[src/hdl/bhc_pkg.sv]
package bhc_pkg;

    localparam int BOUNDARY_DEF    = 30;
    localparam int COUNT_WIDTH_DEF = 32;
    localparam int WIN             = 6;
    localparam int HEX_BITS        = 12;
    localparam int TBL_SEL_BITS    = 3;
    localparam int ADDR_BITS       = TBL_SEL_BITS + HEX_BITS;
    localparam int TABLE_DEPTH     = 6 * (1 << HEX_BITS);
    localparam int SEEN_BITS       = 7;
    localparam int OUT_WIDTH       = 32;

    localparam logic [1:0] ACT_BASE  = 2'd0;
    localparam logic [1:0] ACT_LAST  = 2'd1;
    localparam logic [1:0] ACT_RDCNT = 2'd2;
    localparam logic [1:0] ACT_RDTOT = 2'd3;

    localparam logic [1:0] REG_START    = 2'd0;
    localparam logic [1:0] REG_STOP     = 2'd1;
    localparam logic [1:0] REG_INTERIOR = 2'd2;

    localparam logic [2:0] BASE_INVALID = 3'd4;

    // controller -> datapath
    typedef struct packed {
        logic                 clr_we;     // clear one table entry (clr_addr)
        logic [ADDR_BITS-1:0] clr_addr;
        logic                 shift;      // push input base into history
        logic                 upd_rd;     // read table for a window update
        logic                 upd_src;    // 0: recent history, 1: leading bases
        logic [5:0]           upd_pos;    // window position
        logic [1:0]           upd_region;
        logic                 upd_strand;
        logic                 upd_wb;     // write back the increment read last cycle
        logic                 rd_req;     // read for a user query
        logic                 rd_out;     // capture query data into output reg
        logic                 seen_clr;
    } bhc_cmd_t;

    // datapath -> controller
    typedef struct packed {
        logic [SEEN_BITS-1:0] seen;
        logic                 win_ok;     // selected window is all ACGT
    } bhc_sts_t;

endpackage

[src/hdl/bhc_ctrl.sv]
module bhc_ctrl #(
    parameter int BOUNDARY = bhc_pkg::BOUNDARY_DEF
) (
    input  logic                       clk,
    input  logic                       rst_n,
    input  logic                       in_valid,
    output logic                       in_ready,
    input  logic [1:0]                 in_action,
    input  logic                       out_busy,
    output logic                       out_load,
    output bhc_pkg::bhc_cmd_t          cmd,
    input  bhc_pkg::bhc_sts_t          sts
);

    localparam int NWIN     = BOUNDARY - bhc_pkg::WIN + 1;
    localparam int INT_MIN  = 2 * BOUNDARY + bhc_pkg::WIN - 1;
    localparam int MIN_GENE = 60;

    localparam logic [2:0] S_CLEAR = 3'd0;
    localparam logic [2:0] S_IDLE  = 3'd1;
    localparam logic [2:0] S_INT   = 3'd2;
    localparam logic [2:0] S_FLUSH = 3'd3;
    localparam logic [2:0] S_WB    = 3'd4;
    localparam logic [2:0] S_READ  = 3'd5;

    logic [2:0] state_reg, state_next;
    logic [bhc_pkg::ADDR_BITS:0] clr_reg, clr_next;
    logic [5:0] pos_reg, pos_next;
    logic       strand_reg, strand_next;
    logic       phase_reg, phase_next;       // 0 start windows, 1 stop windows
    logic       last_reg, last_next;
    logic [2:0] ret_reg, ret_next;
    logic       accept;
    logic [bhc_pkg::SEEN_BITS-1:0] seen_after;

    assign accept   = in_valid && in_ready;
    assign in_ready = (state_reg == S_IDLE) && !out_busy;
    assign seen_after = (sts.seen == '1) ? sts.seen : sts.seen + 1'b1;

    always_comb
    begin
        state_next  = state_reg;
        clr_next    = clr_reg;
        pos_next    = pos_reg;
        strand_next = strand_reg;
        phase_next  = phase_reg;
        last_next   = last_reg;
        ret_next    = ret_reg;
        cmd         = '0;
        out_load    = 1'b0;
        cmd.clr_addr   = clr_reg[bhc_pkg::ADDR_BITS-1:0];
        cmd.upd_pos    = pos_reg;
        cmd.upd_strand = strand_reg;
        cmd.upd_src    = phase_reg ? 1'b0 : 1'b1;
        cmd.upd_region = phase_reg ? bhc_pkg::REG_STOP : bhc_pkg::REG_START;
        unique case (state_reg)
            S_CLEAR:
            begin
                cmd.clr_we = 1'b1;
                clr_next   = clr_reg + 1'b1;
                if (clr_reg == (bhc_pkg::ADDR_BITS+1)'(bhc_pkg::TABLE_DEPTH - 1))
                    state_next = S_IDLE;
            end
            S_IDLE:
            begin
                if (accept)
                begin
                    if (in_action == bhc_pkg::ACT_BASE || in_action == bhc_pkg::ACT_LAST)
                    begin
                        cmd.shift   = 1'b1;
                        last_next   = (in_action == bhc_pkg::ACT_LAST);
                        strand_next = 1'b0;
                        if (32'(sts.seen) >= INT_MIN)
                            state_next = S_INT;
                        else if (in_action == bhc_pkg::ACT_LAST)
                        begin
                            if (32'(seen_after) >= MIN_GENE)
                            begin
                                state_next = S_FLUSH;
                                pos_next   = '0;
                                phase_next = 1'b0;
                            end
                            else
                                cmd.seen_clr = 1'b1;
                        end
                    end
                    else
                    begin
                        cmd.rd_req = 1'b1;
                        state_next = S_READ;
                    end
                end
            end
            S_INT:
            begin
                cmd.upd_src    = 1'b0;
                cmd.upd_region = bhc_pkg::REG_INTERIOR;
                cmd.upd_pos    = 6'(BOUNDARY);
                cmd.upd_rd     = sts.win_ok;
                ret_next       = S_INT;
                if (sts.win_ok)
                    state_next = S_WB;
                if (!sts.win_ok)
                begin
                    strand_next = 1'b0;
                    if (last_reg)
                    begin
                        if (32'(sts.seen) >= MIN_GENE)
                        begin
                            state_next = S_FLUSH;
                            pos_next   = '0;
                            phase_next = 1'b0;
                        end
                        else
                        begin
                            cmd.seen_clr = 1'b1;
                            state_next   = S_IDLE;
                        end
                    end
                    else
                        state_next = S_IDLE;
                end
            end
            S_FLUSH:
            begin
                cmd.upd_rd = sts.win_ok;
                ret_next   = S_FLUSH;
                if (sts.win_ok)
                    state_next = S_WB;
                else
                begin
                    strand_next = 1'b0;
                    if (pos_reg == 6'(NWIN - 1))
                    begin
                        pos_next = '0;
                        if (phase_reg)
                        begin
                            cmd.seen_clr = 1'b1;
                            state_next   = S_IDLE;
                        end
                        else
                            phase_next = 1'b1;
                    end
                    else
                        pos_next = pos_reg + 1'b1;
                end
            end
            S_WB:
            begin
                cmd.upd_wb = 1'b1;
                state_next = ret_reg;
                if (!strand_reg)
                    strand_next = 1'b1;
                else
                begin
                    strand_next = 1'b0;
                    if (ret_reg == S_INT)
                    begin
                        if (last_reg && 32'(sts.seen) >= MIN_GENE)
                        begin
                            state_next = S_FLUSH;
                            pos_next   = '0;
                            phase_next = 1'b0;
                        end
                        else
                        begin
                            cmd.seen_clr = last_reg;
                            state_next   = S_IDLE;
                        end
                    end
                    else if (pos_reg == 6'(NWIN - 1))
                    begin
                        pos_next = '0;
                        if (phase_reg)
                        begin
                            cmd.seen_clr = 1'b1;
                            state_next   = S_IDLE;
                        end
                        else
                            phase_next = 1'b1;
                    end
                    else
                        pos_next = pos_reg + 1'b1;
                end
            end
            S_READ:
            begin
                cmd.rd_out = 1'b1;
                out_load   = 1'b1;
                state_next = S_IDLE;
            end
            default: state_next = S_IDLE;
        endcase
    end

    always_ff @(posedge clk or negedge rst_n)
    begin
        if (!rst_n)
        begin
            state_reg  <= S_CLEAR;
            clr_reg    <= '0;
            pos_reg    <= '0;
            strand_reg <= 1'b0;
            phase_reg  <= 1'b0;
            last_reg   <= 1'b0;
            ret_reg    <= S_IDLE;
        end
        else
        begin
            state_reg  <= state_next;
            clr_reg    <= clr_next;
            pos_reg    <= pos_next;
            strand_reg <= strand_next;
            phase_reg  <= phase_next;
            last_reg   <= last_next;
            ret_reg    <= ret_next;
        end
    end

    a_no_accept_busy: assert property (@(posedge clk) disable iff (!rst_n)
        (state_reg != S_IDLE) |-> !in_ready) else $error("accept while busy");
    a_wb_after_rd: assert property (@(posedge clk) disable iff (!rst_n)
        (state_reg == S_WB) |-> $past(cmd.upd_rd)) else $error("write back without read");
    a_read_one: assert property (@(posedge clk) disable iff (!rst_n)
        cmd.rd_req |=> out_load) else $error("query not answered");

endmodule

[config.mk]
export PLATFORM = sky130hd
export DESIGN_NAME = bhc_ctrl
export DESIGN_NICKNAME = d
export VERILOG_FILES = /design/src/hdl/bhc_pkg.sv /design/src/hdl/bhc_ctrl.sv
export SDC_FILE = /design/constraint.sdc
export NUM_CORES = 1
export LEC_CHECK = 0
export ABC_CLOCK_PERIOD_IN_PS = 2410
export BUFFER_PORTS_ARGS = -buffer_cell sky130_fd_sc_hd__buf_2
export CORE_MARGIN = 2
export CORE_UTILIZATION = 54
export DETAILED_ROUTE_END_ITERATION = 8
export PLACE_DENSITY_LB_ADDON = 0.3
export SYNTH_ARGS = -nofsm -noshare
export SYNTH_HDL_FRONTEND = slang
export SYNTH_SLANG_ARGS = --single-unit
[constraint.sdc]
create_clock -name clk -period 2.41 [get_ports clk]
set_input_delay 0.241 -clock clk [delete_from_list [all_inputs] [get_ports clk]]
set_output_delay 0.241 -clock clk [all_outputs]
set_load 0.01 [all_outputs]
==> impl_summary.log, run 1 <==
INFO  metric run_status = complete, but fails checks
INFO  metric violations = negative hold slack
INFO  metric boundaryPins = 48
INFO  metric drt_pre_antenna_iters = 4
INFO  metric min_period = 2260 ps
INFO  metric worst_pin_slew = 654 ps
INFO  metric peak_supply_drop = 0.272 mV
INFO  metric cts.clk_slew.worst_paths = 60 ps
INFO  metric top_layer = met4
INFO  metric timing.setup.critical_path_class = register to primary output
INFO  metric totalWireLength = 4250 um
INFO  metric ys_top_cells_by_area = sky130_fd_sc_hd__dfrtp_1 (35%), sky130_fd_sc_hd__buf_4 (6.5%), sky130_fd_sc_hd__nand2_1 (4.7%)
INFO  metric clock-root-buffer = sky130_fd_sc_hd__clkbuf_8
INFO  metric drtAntennaViolNets = 0
INFO  metric grt_use_total = 21.5%
INFO  metric synth_top_cell_area_share = 34.9%
INFO  metric area_added_between_synthesis_and_finish = 13.3%
INFO  metric grt.overflow.total = 0
INFO  metric worst_setup_sp_type = register
INFO  metric port_buffers = 47
INFO  metric tritoncts = done
INFO  metric largest_reg_flops = 16
INFO  metric crit_path_cell_trace = or3b_1, nor3_2, nand4bb_1, o211ai_1, buf_2
INFO  metric synth-main-ff-cell = sky130_fd_sc_hd__dfrtp_1
INFO  metric timing.rr.end = state_reg[0]
INFO  metric clk_lat_worst_skew = 280 ps
INFO  metric holdWs = -15.2 ps
INFO  metric fin_skew = 7.44 ps
INFO  metric yosys_register_bits = 30
INFO  metric synthesis.yosys.warnings = 0
INFO  metric timing.critical_path.slowest_stage_cell = sky130_fd_sc_hd__dfrtp_2
INFO  metric p_int = 807 uW
INFO  metric power_frac_seq = 49.2%
INFO  metric fmax = 443 MHz
INFO  metric routedLengthMet1 = 1950 um
INFO  metric critical_path.reg2reg.startpoint = pos_reg[0]
INFO  metric critical_path.max_fanout = 14
INFO  metric cts_htree_levels = 2
INFO  metric post_synth.cell_area_avg = 9.36 um^2
INFO  metric holdCritPathClass = input port to async pin
INFO  metric cts_inserted_buffers = 5
INFO  metric share_of_power_burned_in_combinational_logic = 4.5%
INFO  metric met2RoutedLength = 2010 um
INFO  metric num_rows = 22
INFO  metric die_h = 66.0 um
INFO  metric number_of_global_route_vias_before_repair = 1573
INFO  metric detailed_place_hpwl = 3160 um
INFO  metric sw_frac_of_total = 21.3%
INFO  metric synth_area = 0.00208 mm^2
INFO  metric yosys.area.top_type = sky130_fd_sc_hd__dfrtp_1
INFO  metric power.leakage = 0.00109 uW
INFO  metric drt_iter0_drc = 109
INFO  metric synth_sequential_area_ratio = 36.2%
INFO  metric antennaDiodeCount = 0
INFO  metric timing.critical_path.slowest_cell_delay = 520 ps
INFO  metric cp.required = 2170 ps
INFO  metric placeableCoreArea = 0.00369 mm^2
INFO  metric timing.reg2reg.setup_slack = 450 ps
INFO  metric detail_routed_via_count_per_cell = 5.74
INFO  metric grt_pass1_wl = 7170 um
INFO  metric setup_tns = 0 ps
INFO  metric critical_path_arrival = 2020 ps
INFO  metric antenna_found_initial = 0
INFO  metric endpoint_kind = primary output
INFO  metric setup-violations-final = 0
INFO  metric cts_sinks = 30
INFO  metric power_frac_clock = 46.3%
INFO  metric ff2ff_path_depth = 7
INFO  metric power = 1030 uW
INFO  metric worst_path_dominant_cell_family = simple AND/OR/NAND/NOR gates
INFO  metric timing.critical_path.buf_inv = 1
INFO  metric finalNetCount = 277
INFO  metric async_flop_share = 100%
INFO  metric relSlewSlack = 56.4%
INFO  metric final_min_period_over_clock_period = 93.7%
INFO  metric gp_routability_congestion = 0.922
INFO  metric hold_viol_final = 28
INFO  metric full_die_area = 0.00436 mm^2
INFO  metric rsz0062_at_grt = false
INFO  metric die_w = 66.0 um
INFO  metric drc_errors = 0
INFO  metric num_vias = 1763
INFO  metric ys_types = 59
INFO  metric dr_wl_met3 = 246 um
INFO  metric netlist_instances = 222
INFO  metric drv_cap = 0
INFO  metric slew_violations = 0
INFO  metric net_switching = 219 uW
INFO  metric worstSetupStartpoint = state_reg[1]
INFO  metric maximum_number_of_pins_on_one_net_before_global_route_repair = 31
INFO  metric initial_core_util = 56.3%
INFO  metric drive_above_1_share = 31.3%
INFO  metric postSynthNetCount = 241
INFO  metric post_drt_wl_per_cell = 13.8 um
INFO  metric power.density_cell_area = 436 mW/mm^2
INFO  metric ctsLongestPathBuffers = 2
INFO  metric synth_enable_flop_cells = 0
[power by group through the flow]
stage                     registers, uW  clock network, uW  logic, uW
after floorplan                     514                  0       15.4
after global placement              514                  0       46.6
after detailed placement            514                  0       47.0
after CTS                           505                488       47.3
after global routing                505                511       52.4
final                               505                475       46.1
[cells in the mapped netlist (3+ instances only)]
cell type and instances:
sky130_fd_sc_hd__a32o_1 3, sky130_fd_sc_hd__inv_1 7, sky130_fd_sc_hd__o211ai_1 5, sky130_fd_sc_hd__nor2_1 17
sky130_fd_sc_hd__nor2b_1 4, sky130_fd_sc_hd__xor2_1 5, sky130_fd_sc_hd__dfrtp_1 29, sky130_fd_sc_hd__nand3_1 7
sky130_fd_sc_hd__nand2b_1 4, sky130_fd_sc_hd__or2_2 4, sky130_fd_sc_hd__ha_1 5, sky130_fd_sc_hd__nand4_1 7
sky130_fd_sc_hd__buf_4 18, sky130_fd_sc_hd__o21ai_0 7, sky130_fd_sc_hd__and3_1 4, sky130_fd_sc_hd__xnor2_1 10
sky130_fd_sc_hd__a21oi_1 6, sky130_fd_sc_hd__nand2_1 26
[through the flow]
step                hold WS (ps)  instances  util (%)  worst slack [ps]  instance area, um^2
floorplan                  -54.6        222         -               517                 2080
global placement             318        299      60.7               384                 2240
detailed placement           314        299      60.7               364                 2240
CTS                         16.1        307      63.7              55.4                 2350
global route                26.9        307      63.8              21.2                 2350
finish                     -15.2        307      63.8               151                 2350
[layer usage]
layer / vias up / track usage (%)
li1: 860 / -
met1: 842 / 28.9
met2: 55 / 34.7
met3: 6 / 5.11
met4: 0 / 6.12
met5: - / 0
[final cells by class]
type | count | area, um^2
clock buffer | 8 | 110
fill | 343 | 1340
inverter | 7 | 26.3
multi-input combinational | 164 | 1140
sequential | 30 | 756
tap | 48 | 60.1
timing repair buffer | 50 | 258
[kinds of logic (layout without fill, tap and decap cells)]
kind of cell | after synthesis | in the layout | share of synthesized area, %
AOI/OAI and AO/OA | 45 | 45 | 17.5
muxes | 3 | 3 | 1.57
DFF | 30 | 30 | 36.2
xor gates and xnor gates | 15 | 15 | 6.33
buffers and inverters | 28 | 65 | 8.73
and+or+nand+nor | 96 | 96 | 26.6
adders and majority gates | 5 | 5 | 3.01
[layout by cell type (no fill, tap or decap), types with 4 or more instances in the layout]
| master | count |
|---|---|
| sky130_fd_sc_hd__nor2_1 | 17 |
| sky130_fd_sc_hd__nor2b_1 | 4 |
| sky130_fd_sc_hd__nand2_1 | 26 |
| sky130_fd_sc_hd__o211ai_1 | 5 |
| sky130_fd_sc_hd__a21oi_1 | 6 |
| sky130_fd_sc_hd__o21ai_0 | 7 |
| sky130_fd_sc_hd__and3_1 | 4 |
| sky130_fd_sc_hd__nand2b_1 | 4 |
| sky130_fd_sc_hd__or2_2 | 4 |
| sky130_fd_sc_hd__xnor2_1 | 10 |
| sky130_fd_sc_hd__clkbuf_8 | 8 |
| sky130_fd_sc_hd__nand3_1 | 7 |
| sky130_fd_sc_hd__buf_2 | 47 |
| sky130_fd_sc_hd__xor2_1 | 5 |
| sky130_fd_sc_hd__ha_1 | 5 |
| sky130_fd_sc_hd__nand4_1 | 7 |
| sky130_fd_sc_hd__inv_1 | 7 |
| sky130_fd_sc_hd__dfrtp_1 | 26 |
[worst max path at each step]
stage | slack [ps] | depth (start not counted) | to
finish | 150 | 5 | cmd[0]
global route | 20 | 5 | cmd[0]
CTS | 60 | 5 | cmd[0]
detailed placement | 360 | 5 | cmd[0]
global placement | 380 | 5 | cmd[0]
floorplan | 520 | 5 | cmd[0]
[timing repair]
item / in CTS / in global routing
hold buffers: 0 / 0
buffers inserted: 0 / 0
endpoints found under the setup margin: 0 / 1
endpoints found under the hold margin: 0 / 0
gates resized for setup: 0 / 3
Note: power is estimated with default switching activity, not from simulation.
==> inputs of run 2 (changes only) <==
--- a/config.mk
+++ b/config.mk
@@ -11,6 +11,7 @@
 export CORE_UTILIZATION = 54
 export DETAILED_ROUTE_END_ITERATION = 8
 export PLACE_DENSITY_LB_ADDON = 0.3
+export REMOVE_ABC_BUFFERS = 1
 export SYNTH_ARGS = -nofsm -noshare
 export SYNTH_HDL_FRONTEND = slang
 export SYNTH_SLANG_ARGS = --single-unit
==> run 2 against run 1 <==
The flow still finishes with violations (negative hold slack). First-iteration DRC count fell by 10%. Count of clock-buffer cells in the layout fell by 1. Die area did not move. Hold slack improved by 1.6 ps. Critical path depth did not move. Via count fell by 0.74%. Clock skew fell by 0.78 ps. Critical endpoint unchanged. Largest power group unchanged.
==> impl_summary.log, run 2 (synthesis results as in run 1) <==
INFO  metric die_w = 66.0 um (unchanged)
INFO  metric placedInstanceArea = 0.00225 mm^2 (+0.34%)
INFO  metric final_min_period_over_clock_period = 94.2% (+0.44 points)
INFO  metric most_common_library_cell_in_the_layout_ignoring_fill_and_taps = sky130_fd_sc_hd__buf_2
INFO  metric cts_setup_buffers = 0 (unchanged)
INFO  metric die_h = 66.0 um (unchanged)
INFO  metric drt_pre_antenna_iters = 4 (unchanged)
INFO  metric cts_inserted_buffers = 5 (unchanged)
INFO  metric final.fill_count = 329 (-4.1%)
INFO  metric drive_above_1_share = 31.2% (-0.12 points)
INFO  metric clk_lat_worst_skew = 290 ps (about the same)
INFO  metric critical_path.max_fanout = 14 (unchanged)
INFO  metric tritoncts = done
INFO  metric maximum_number_of_pins_on_one_net_before_global_route_repair = 31 (unchanged)
INFO  metric worst_pin_slew = 669 ps (+15.0 ps)
INFO  metric power_frac_seq = 52.1% (+2.9 points)
INFO  metric final_design_area_no_fill = 0.00234 mm^2 (-0.48%)
INFO  metric layout_common_cells = sky130_fd_sc_hd__buf_2 (47), sky130_fd_sc_hd__nand2_1 (26), sky130_fd_sc_hd__dfrtp_1 (26), sky130_fd_sc_hd__nor2_1 (17), sky130_fd_sc_hd__xnor2_1 (10)
INFO  metric sw_frac_of_total = 22.7% (+1.3 points)
INFO  metric ctsHoldBuffers = 0 (unchanged)
INFO  metric slew_violations = 0 (unchanged)
INFO  metric ctsLongestPathBuffers = 2 (unchanged)
INFO  metric cp.required = 2170 ps (about the same)
INFO  metric full_die_area = 0.00436 mm^2 (unchanged)
INFO  metric worst_setup_sp_type = register
INFO  metric cts.clk_slew.worst_paths = 60 ps (about the same)
INFO  metric boundaryPins = 48 (unchanged)
INFO  metric crit_path_cell_trace = or3b_1, nor3_2, nand4bb_1, o211ai_1, buf_2
INFO  metric fmax = 441 MHz (-0.47%)
INFO  metric setup-violations-final = 0 (unchanged)
INFO  metric drt_iter0_drc = 98 (-10%)
INFO  metric power.leakage = 0.00109 uW (-0.47%)
INFO  metric power = 969 uW (-5.6%)
INFO  metric power_frac_clock = 43.0% (-3.3 points)
INFO  metric drv_cap = 0 (unchanged)
INFO  metric p_int = 749 uW (-7.2%)
INFO  metric num_vias = 1750 (-0.74%)
INFO  metric clock-root-buffer = sky130_fd_sc_hd__clkbuf_8
INFO  metric fin_skew = 6.66 ps (-0.784 ps)
INFO  metric number_of_global_route_vias_before_repair = 1641 (+4.3%)
INFO  metric grt.overflow.total = 0 (unchanged)
INFO  metric share_of_power_burned_in_combinational_logic = 4.9% (+0.4 points)
INFO  metric timing.critical_path.slowest_stage_cell = sky130_fd_sc_hd__dfrtp_2
INFO  metric cts_htree_levels = 2 (unchanged)
INFO  metric initial_core_util = 56.3% (unchanged)
INFO  metric power.density_cell_area = 414 mW/mm^2 (-5.1%)
INFO  metric rsz0062_at_grt = false
INFO  metric cts_sinks = 30 (unchanged)
INFO  metric detailed_place_hpwl = 3280 um (+3.9%)
INFO  metric critical_path_arrival = 2030 ps (about the same)
INFO  metric holdCritPathClass = input port to async pin
INFO  metric holdWs = -13.6 ps (+1.61 ps)
INFO  metric port_buffers = 47 (unchanged)
INFO  metric violations = negative hold slack
INFO  metric area_added_between_synthesis_and_finish = 12.8%
INFO  metric totalWireLength = 4430 um (+4.2%)
INFO  metric grt_use_total = 23.1% (+1.6 points)
INFO  metric post_drt_wl_per_cell = 14.4 um (+3.9%)
INFO  metric timing.reg2reg.setup_slack = 480 ps (+30 ps)
INFO  metric detail_routed_via_count_per_cell = 5.68 (-1.1%)
INFO  metric relSlewSlack = 55.4% (-1.0 points)
INFO  metric drtAntennaViolNets = 0 (unchanged)
INFO  metric endpoint_kind = primary output
INFO  metric timing.critical_path.buf_inv = 1 (unchanged)
INFO  metric run_status = complete, but fails checks
INFO  metric setup_tns = 0 ps (unchanged)
INFO  metric antenna_found_initial = 0 (unchanged)
INFO  metric cts_resized = 0 (unchanged)
INFO  metric timing.critical_path.slowest_cell_delay = 520 ps (about the same)
INFO  metric gp_routability_congestion = 0.851 (-7.7%)
INFO  metric num_rows = 22 (unchanged)
INFO  metric grt_pass1_wl = 7650 um (+6.6%)
INFO  metric worst_path_dominant_cell_family = simple AND/OR/NAND/NOR gates
INFO  metric min_period = 2270 ps (+10.7 ps)
INFO  metric net_switching = 219 uW (+0.40%)
INFO  metric finalNetCount = 278 (+0.36%)
INFO  metric antennaDiodeCount = 0 (unchanged)
INFO  metric hold_viol_final = 29 (+3.6%)
INFO  metric peak_supply_drop = 0.439 mV (+61%)
INFO  metric timing.setup.critical_path_class = register to primary output
INFO  metric drc_errors = 0 (unchanged)
INFO  metric placeableCoreArea = 0.00369 mm^2 (unchanged)
INFO  metric largest_reg_flops = 16 (unchanged)
[run 2: worst reg2reg max path, delay by kind of cell, from the launching register on]
kind,cells,cell delay [ps]
flops,1,550
compound gates,3,750
mux,1,220
simple gates,1,330
[run 2: final cells by class]
class | instances | area (um^2) | share of cell area, %
Sequential cell | 30 | 756 | 32.3
Timing Repair Buffer | 51 | 265 | 11.3
Tap cell | 48 | 60.1 | 2.56
Clock buffer | 7 | 86.3 | 3.69
Clock inverter | 1 | 5.00 | 0.214
Inverter | 7 | 26.3 | 1.12
Multi-Input combinational cell | 164 | 1140 | 48.8
[run 2: through the flow]
stage               setup WS [ps]  cells  util (%)  hold WS [ps]
floorplan                     478    201         -         -54.6
global placement              381    300      60.9           312
detailed placement            336    300      60.9           315
CTS                          39.3    308      63.4          3.75
global route                 52.4    308      63.5          34.9
finish                        140    308      63.5         -13.6
[run 2: path summary, 6_finish.rpt]
kind | startpoint | end | depth (start not counted)
worst max-delay path | state_reg[1] | cmd[0] | 5
worst min-delay path | rst_n | strand_reg | 1
worst max register to register | state_reg[1] | pos_reg[1] | 5
worst min register to register | clr_reg[12] | clr_reg[12] | 1
max in group asynchronous | rst_n | state_reg[2] | 1
min in group clk | in_action[0] | last_reg | 3
[run 2: routing by layer]
metal / routed length (um) / GRT usage [%] / vias up
li1: - / - / 861
met1: 2070 / 32.2 / 840
met2: 2070 / 35.5 / 43
met3: 233 / 5.62 / 6
met4: 56 / 7.40 / 0
met5: 0 / 0 / -
[run 2: power groups by stage]
| stage | Combinational (uW) | Sequential (uW) | Clock [uW] |
|---|---|---|---|
| 6_report | 47.5 | 505 | 416 |
| 5_1_grt | 53.3 | 504 | 452 |
| 4_1_cts | 48.3 | 505 | 427 |
| 3_5_place_dp | 48.2 | 514 | 0 |
| 3_3_place_gp | 47.2 | 514 | 0 |
| 2_1_floorplan | 15.4 | 514 | 0 |
